## src/hdl/fcbe_pkg.sv

```systemverilog
// Shared constants and types for the front-compressed bigram extractor.
`default_nettype none

package fcbe_pkg;

  // Bytes in one line store; a chunk holds at most LINE_BYTES-1 bytes.
  localparam int LINE_BYTES = 1024;
  localparam int ADDR_W     = $clog2(LINE_BYTES);
  localparam int LEN_W      = ADDR_W + 1;

  localparam int BYTE_W     = 8;
  localparam logic [BYTE_W-1:0] NUL_BYTE   = 8'h00;
  localparam logic [BYTE_W-1:0] SPACE_BYTE = 8'h20;

  // Result queue between the compare stage and the output port.
  localparam int FIFO_DEPTH = 3;
  localparam int FIFO_PTR_W = $clog2(FIFO_DEPTH);
  localparam int FIFO_CNT_W = $clog2(FIFO_DEPTH + 1);

  typedef struct packed {
    logic [BYTE_W-1:0] second_byte;
    logic [BYTE_W-1:0] first_byte;
  } pair_t;

endpackage

`default_nettype wire

```

## src/hdl/fcbe_out_fifo.sv

```systemverilog
// Small result queue that decouples the compare stage from the output handshake.
`default_nettype none

module fcbe_out_fifo (
  input  wire logic                          clk,
  input  wire logic                          rst,
  input  wire logic                          push,
  input  wire fcbe_pkg::pair_t               push_data,
  output logic                               out_valid,
  input  wire logic                          out_ready,
  output fcbe_pkg::pair_t                    out_data,
  output logic [fcbe_pkg::FIFO_CNT_W-1:0]    level
);

  fcbe_pkg::pair_t                     slots [fcbe_pkg::FIFO_DEPTH];
  logic [fcbe_pkg::FIFO_PTR_W-1:0]     wr_ptr;
  logic [fcbe_pkg::FIFO_PTR_W-1:0]     rd_ptr;
  logic                                pop;

  function automatic logic [fcbe_pkg::FIFO_PTR_W-1:0] bump(
    input logic [fcbe_pkg::FIFO_PTR_W-1:0] ptr
  );
    if (ptr == fcbe_pkg::FIFO_PTR_W'(fcbe_pkg::FIFO_DEPTH - 1)) begin
      return '0;
    end
    return ptr + 1'b1;
  endfunction

  assign out_valid = (level != '0);
  assign out_data  = slots[rd_ptr];
  assign pop       = out_valid && out_ready;

  always_ff @(posedge clk) begin
    if (push) begin
      slots[wr_ptr] <= push_data;
    end
  end

  always_ff @(posedge clk) begin
    if (rst) begin
      wr_ptr <= '0;
      rd_ptr <= '0;
      level  <= '0;
    end else begin
      if (push) begin
        wr_ptr <= bump(wr_ptr);
      end
      if (pop) begin
        rd_ptr <= bump(rd_ptr);
      end
      if (push && !pop) begin
        level <= level + 1'b1;
      end else if (pop && !push) begin
        level <= level - 1'b1;
      end
    end
  end

endmodule

`default_nettype wire

```

## config.mk

```make
export PLATFORM = sky130hd
export DESIGN_NAME = fcbe_out_fifo
export DESIGN_NICKNAME = d
export VERILOG_FILES = /design/src/hdl/fcbe_pkg.sv /design/src/hdl/fcbe_out_fifo.sv
export SDC_FILE = /design/constraint.sdc
export NUM_CORES = 1
export LEC_CHECK = 0
export BUFFER_PORTS_ARGS = -buffer_cell sky130_fd_sc_hd__buf_2
export CAP_MARGIN = 40
export CORE_MARGIN = 2
export CORE_UTILIZATION = 48
export CTS_CLUSTER_SIZE = 30
export DETAILED_ROUTE_END_ITERATION = 16
export PLACE_DENSITY = 0.82
export SYNTH_ARGS = -nofsm -noshare
export SYNTH_HDL_FRONTEND = slang
export SYNTH_SLANG_ARGS = --single-unit
```

## constraint.sdc

```tcl
create_clock -name clk -period 1.95 [get_ports clk]
set_input_delay 0 -clock clk [delete_from_list [all_inputs] [get_ports clk]]
set_output_delay 0 -clock clk [all_outputs]
set_load 0.05 [all_outputs]
```

## After elaboration in Yosys (flattened, before gate mapping)

Memory sizes are Yosys's and may differ from the RTL's. A register that Yosys moved wholly into a read port is not among the register bits.
Index checks and enable logic that the tools add are counted.

| word-level totals | value |
|---|---|
| memories | 1 |
| logic and storage cells | 33 |
| bits in writable memories | 48 |
| memory bits (read-only) | 0 |
| register bits after elaboration | 6 |
| input bits | 20 |
| bits in latches | 0 |

| operators by class | value |
|---|---|
| muxes and demuxes | 16 |
| bitwise operators | 0 |
| multipliers | 0 |
| shift operators | 0 |
| div/mod/pow operators | 0 |
| $add $sub $neg | 4 |
| equal/unequal tests | 2 |
| $lt $le $gt $ge | 0 |
| reduce and logical (&&, ||, !) cells | 7 |

Memories:

| name | depth | bits a word | rd ports | clocked after Yosys merged registers in | wr ports | RTL line | text |
|---|---|---|---|---|---|---|---|
| slots | 3 | 16 | 1 | 1 | 1 | fcbe_out_fifo.sv:15 | `fcbe_pkg::pair_t slots [fcbe_pkg::FIFO_DEPTH];` |

Operators by type and width:

| kind | count |
|---|---|
| $mux W2 | 8 |
| $mux W1 | 8 |
| $add A2 B1 Y2 const B | 3 |
| $eq A2 B2 Y1 const B | 2 |
| $reduce_bool A2 Y1 | 2 |
| $logic_and A1 B1 Y1 | 3 |
| $logic_not A1 Y1 | 2 |
| $sub A2 B1 Y2 const B | 1 |

## Depth between registers and ports, before layout

Gate-level depths: netlist of run 1.

| depth | value |
|---|---|
| depth in word-level cells | 7 |
| mapped depth | 5 |
| depth with buffers taken out | 5 |

## Worst setup path before layout of run 1

Ideal clock, no wire load.

| timing path | value |
|---|---|
| kind | register -> register |
| start point | register wr_ptr[0] (netlist bit) |
| end point | memory slots[0][0] (netlist bit), enable pin |
| arrival time | 1,539 ps |
| setup slack | -1 ps |
| path buffers | 0 |
| stages on the path, launching flop included | 2 |
| cell sequence | dfxtp_1 -> nor3_1 |

RTL lines:

| element | RTL line | text |
|---|---|---|
| start, declared | fcbe_out_fifo.sv:16 | `logic [fcbe_pkg::FIFO_PTR_W-1:0] wr_ptr;` |
| start signal, assigned | fcbe_out_fifo.sv:46 | `wr_ptr <= bump(wr_ptr);` |
| end, declared | fcbe_out_fifo.sv:15 |  |

Straight into the memory's write port.

==> results of run 1 <==
## power groups by stage
| stage | Combinational, W | Clock (W) | Sequential [W] |
|---|---|---|---|
| after floorplan | 0.000729 | 0 | 0.00153 |
| after global placement | 0.000990 | 0 | 0.00146 |
| after detailed placement | 0.00102 | 0 | 0.00147 |
| after CTS | 0.00105 | 0.000857 | 0.00144 |
| after global routing | 0.00111 | 0.000910 | 0.00145 |
| final | 0.00104 | 0.000838 | 0.00144 |
## per-layer routing
layer / vias to the layer above / part of all wire / wire [um] / track usage
li1: 617 / - / - / -
met2: 38 / 0.53 / 1900 / 0.293
met5: - / 0 / 0 / 0
met4: 0 / 0.0082 / 29 / 0.0470
met1: 592 / 0.40 / 1440 / 0.176
met3: 4 / 0.052 / 186 / 0.0534
## sequential cells by signal, indices dropped and copies added, names as in the netlist, named ones only
register	count
rd_ptr	2
level	2
slots	48
wr_ptr	2
## cells in the mapped netlist (2+ instances only)
library cell,n
edfxtp_1,48
nand2_1,19
o21ai_0,17
mux2i_1,16
dfxtp_1,8
a21oi_1,3
clkbuf_1,3
nor2_1,3
or3_1,2
xor2_1,2
## placed cells by master (no fill, tap or decap)
| cell | synthesis | final |
|---|---|---|
| a21oi_1 | 3 | 3 |
| a21oi_2 | 1 | 1 |
| and3b_1 | 1 | 1 |
| buf_2 | 0 | 38 |
| buf_4 | 1 | 7 |
| bufinv_16 | 0 | 2 |
| clkbuf_1 | 3 | 1 |
| clkbuf_8 | 0 | 5 |
| dfxtp_1 | 8 | 8 |
| dlygate4sd3_1 | 0 | 17 |
| edfxtp_1 | 48 | 48 |
| ha_1 | 1 | 1 |
| inv_1 | 1 | 1 |
| mux2i_1 | 16 | 16 |
| nand2_1 | 19 | 19 |
| nor2_1 | 3 | 3 |
| nor2b_1 | 1 | 1 |
| nor3_2 | 0 | 1 |
| o21ai_0 | 17 | 17 |
| o21ai_2 | 1 | 1 |
| o21ba_2 | 1 | 1 |
| or2_2 | 1 | 1 |
| or3_1 | 2 | 2 |
| or3b_1 | 1 | 1 |
| xor2_1 | 2 | 2 |
## layout make-up
cell class,count,area (um2),share of cell area
well taps,50,62.6,0.0235
clock buffers,6,72.6,0.0272
inverters,1,3.75,0.00141
repair buffers,62,413,0.155
clock inverters,2,60.1,0.0225
multi-input cells,71,453,0.170
flip-flops and latches,56,1600,0.601
## final timing paths
| kind | startpoint | to |
|---|---|---|
| setup / recovery | register | out_data[4] |
| hold / removal | out_ready | register |
| setup reg to reg | level[0] | level[1] |
| hold reg to reg | rd_ptr[0] | rd_ptr[0] |
## through the flow
stage | instances | hold slack [ns]
2_1_floorplan | 133 | 0.0670
3_3_place_gp | 223 | 0.199
3_5_place_dp | 223 | 0.209
4_1_cts | 248 | 0.0560
5_1_grt | 248 | 0.0921
6_report | 248 | 0.0601
## critical path, stage by stage (launching register included)
cell and delay, ns:
dfxtp_1 0.31, buf_4 0.28, mux2i_1 0.11, o21ai_0 0.19, buf_2 0.30
## cell families after synthesis
| family | Yosys count | share of synthesized area |
|---|---|---|
| AND/OR/NAND/NOR | 29 | 0.0625 |
| adder cells (fa/ha/maj) | 1 | 0.00601 |
| multiplexers | 16 | 0.0769 |
| XOR/XNOR | 2 | 0.00841 |
| flip-flops | 56 | 0.769 |
| AO/OA/AOI/OAI | 23 | 0.0613 |
| buffers and inverters | 6 | 0.0162 |
==> results.toml, run 1 <==
[grt]
grt_pass1_wl_um = 5940
antenna_found_initial = 0
grt_pass1_vias = 1343
overflow = 0
gr-usage-all-layers = 0.160
grt_max_degree = 33

[final_layout]
fin_util = 0.652
diodes = 0
fillers = 308
finalInstanceArea_mm2 = 0.00267
layout-drive-gt1-share = 0.288
syn2layout_area_growth_pct = 28.0
finalNetCount = 218

[synthesis]
synthArstFlopShare = 0
synth_nets = 154
yosysSeqAreaShare = 0.769
synth-seq-cells = 56
synth_top_area_cell = "edfxtp_1"
ys_warn_count = 0
synth.distinct_cells = 22
synth_ff_type = "edfxtp_1"
synth-edff-count = 48
synth.cell_area_mm2 = 0.00208
synth_top_area_share = 0.692
synth.area.top_cells = "edfxtp_1 (69%), dfxtp_1 (7.7%), mux2i_1 (7.7%)"
syn_inst = 133
postSynthAreaPerCell_um2 = 15.7

[clock_tree]
cts_tree = "built"
h-tree-depth = 2
cts_resized = 0
cts.clk_slew.worst_paths_ns = 0.08
cts_root_buf = "clkbuf_8"
post_cts_buffers = 0
clock_sinks = 56
cts_hold_buf = 17
clk_path_buf_depth = 2
cts-buffers-inserted = 5
worstSkewPairLatency_ns = 0.30

[critical_path]
reg2regPathDepth = 4
cp.required_ns = 1.95
cp-end-kind = "output pin"
arrival_ns = 1.50
crit_type = "reg -> out"
ff2ff_setup_slack_ns = 0.48
path_max_fanout = 16
start_kind = "register"

[placed_design]
port_buffers = 38
hpwlAfterDp_um = 2430
dp_slack_ns = 0.506
dpl_cell_area_mm2 = 0.00236
gp_congestion = 0.714

[power]
pwr-share-seq = 0.434
peakVddDrop_uv = 974
comb_power_share = 0.313
power.density_mw_per_mm2 = 1240
p_leak_nw = 0.967
p_sw_w = 0.00112
p_clk_frac = 0.253
switching_share = 0.339
p_int_w = 0.00219
power.total_w = 0.00332

[sta]
worst_pin_slew_ns = 0.289
slew_headroom = 0.808
final.setup.worst_slack_ns = 0.453
rsz0062_at_grt = "no"
finClkSkew_ns = 0.00510
hold_viol_final = 0
fin_setup_tns_ns = 0
fin_crit_ns = 1.50
timing.fmax_mhz = 668
slew_viol_final = 0
setup_viol_count_final = 0
timing.final.crit_share = 0.768

[outcome]
status = "completed"

[floorplanning]
die_y_um = 69.9
chipWidth_um = 69.9
row_count = 23
pin_count = 39
coreArea_mm2 = 0.00409
initial_core_util = 0.510
dieArea_mm2 = 0.00488

[run]
maxCapViolations = 0

[worst_hold_path]
hold_path_class = "in -> reg"
holdPathStages = 4

[drt]
first_pass_iters = 4
num_vias = 1251
drtIter0Drc = 46
wl_per_cell_um = 14.3
routed_via_density = 5.04
post-route-drc-count = 0
ant_nets = 0
routed_wirelength_um = 3550
No activity file was read; power rests on OpenSTA's default activity.
==> run 2, diff against run 1 <==
Clock period 1.95 ns to 1.2 ns, I/O delays scaled along.
==> results.toml, run 2 (synthesized netlist as in run 1, its figures left out) <==
[outcome]
status = "complete, but fails checks"
violations = "negative setup slack"

[grt]
grt_pass1_wl_um = 6220
overflow = 0
gr-usage-all-layers = 0.168
grt_max_degree = 33
antenna_found_initial = 0
grt_pass1_vias = 1431

[sta]
worst_pin_slew_ns = 0.301
rsz0062_at_grt = "yes"
timing.final.crit_share = 1.12
setup_viol_count_final = 17
finClkSkew_ns = 0.00743
slew_viol_final = 0
timing.fmax_mhz = 744
fin_setup_tns_ns = -2.08
fin_crit_ns = 1.34
slew_headroom = 0.799
hold_viol_final = 0
final.setup.worst_slack_ns = -0.143

[clock_tree]
h-tree-depth = 2
cts-buffers-inserted = 5
clock_sinks = 56
cts.clk_slew.worst_paths_ns = 0.09
cts_root_buf = "clkbuf_8"
cts_tree = "built"
clk_path_buf_depth = 2
worstSkewPairLatency_ns = 0.31

[final_layout]
largest_reg_flops = 48
layout_commonest_cell = "edfxtp_1"
layout-drive-gt1-share = 0.468
final_cell_mix = "edfxtp_1 (48), buf_2 (21), nand2_1 (19), buf_6 (19), dlygate4sd3_1 (17)"
finalInstanceArea_mm2 = 0.00303
diodes = 0
top_register = "slots"
syn2layout_area_growth_pct = 45.4
fin_util = 0.741
finalNetCount = 225

[drt]
met3_length_um = 161
num_vias = 1310
routed_via_density = 5.14
wl_met2_um = 2030
drtIter0Drc = 79
highest_layer = "met4"
routed_wirelength_um = 3870
ant_nets = 0
wl_per_cell_um = 15.2
post-route-drc-count = 0
first_pass_iters = 4
met1_length_um = 1550

[critical_path]
path_buf_inv = 2
crit_chain = "buf_12 -> mux2i_2 -> o21ai_2 -> buf_6"
path_max_fanout = 8
cp.required_ns = 1.20
cp_top_family = "flip-flops"
crit_type = "reg -> out"
max_stage_delay_ns = 0.40
cp-end-kind = "output pin"
crit_slowest_cell = "dfxtp_4"
arrival_ns = 1.34
start_kind = "register"

[worst_hold_path]
hold_path_class = "in -> reg"

[run]
maxCapViolations = 0

[floorplanning]
die_y_um = 69.9
chipWidth_um = 69.9
dieArea_mm2 = 0.00488
pin_count = 39
row_count = 23
initial_core_util = 0.510
coreArea_mm2 = 0.00409

[power]
power.density_mw_per_mm2 = 1960
p_leak_nw = 1.08
peakVddDrop_uv = 2080

[placed_design]
gp_congestion = 0.644
dpl_cell_area_mm2 = 0.00253
hpwlAfterDp_um = 2460
port_buffers = 38
run 2: cell types whose count changed in the layout (fill, tap and decap cells not counted), moves of 6 or more:
cell / before / now
o21ai_2: 1 / 13
mux2i_1: 16 / 8
buf_6: 0 / 19
buf_2: 38 / 21
o21ai_0: 17 / 0
mux2i_2: 0 / 6
run 2: worst min-delay path: stages:
cell and delay, ns:
buf_2 0.14, nor2b_1 0.13, o21ba_2 0.14
run 2: final cells by class:
type	count	area, um2
flip-flops and latches	56	1610
clock inverters	3	22.5
well taps	50	62.6
multi-input cells	71	601
fillers	249	1060
repair buffers	69	657
inverters	1	3.75
clock buffers	5	68.8
run 2: power by group:
part	switching [W]	leakage [nW]	internal, W	total (W)
registers	0.000108	0.512	0.00229	0.00239
clock network	0.000583	0.0485	0.000418	0.00100
logic	0.00142	0.522	0.00111	0.00253
total	0.00211	1.08	0.00382	0.00592
run 2: final timing paths:
path	startpoint	end	slack, ns	cells past startpoint
worst min register to register	rd_ptr[0]	register	0.50	2
worst max-delay path	register	out_data[11]	-0.14	4
worst min-delay path	push	wr_ptr[0]	0.13	3
worst max register to register	level[0]	level[1]	-0.11	4
run 2: metrics by stage:
stage	total power (W)	hold WS [ns]	cells	setup slack, ns
3_5_place_dp	0.00430	0.203	227	-0.106
6_report	0.00592	0.129	255	-0.143
5_1_grt	0.00618	0.135	255	-0.201
4_1_cts	0.00586	0.128	254	-0.155
3_3_place_gp	0.00423	0.199	227	-0.0446
2_1_floorplan	0.00381	0.0594	133	-0.158
run 2: metal layers:
metal | global-route usage | vias to the layer above
met5 | 0 | -
met4 | 0.0897 | 0
met3 | 0.0361 | 13
met2 | 0.304 | 38
met1 | 0.183 | 624
li1 | - | 635
run 2: timing repair:
action / CTS / global route
setup buffers: 1 / 1
cloned: 1 / 0
pin swaps: 11 / 7
hold buffers: 17 / 0
endpoints found under the setup margin: 34 / 19
gates resized for setup: 49 / 10
endpoints found under the hold margin: 55 / 0
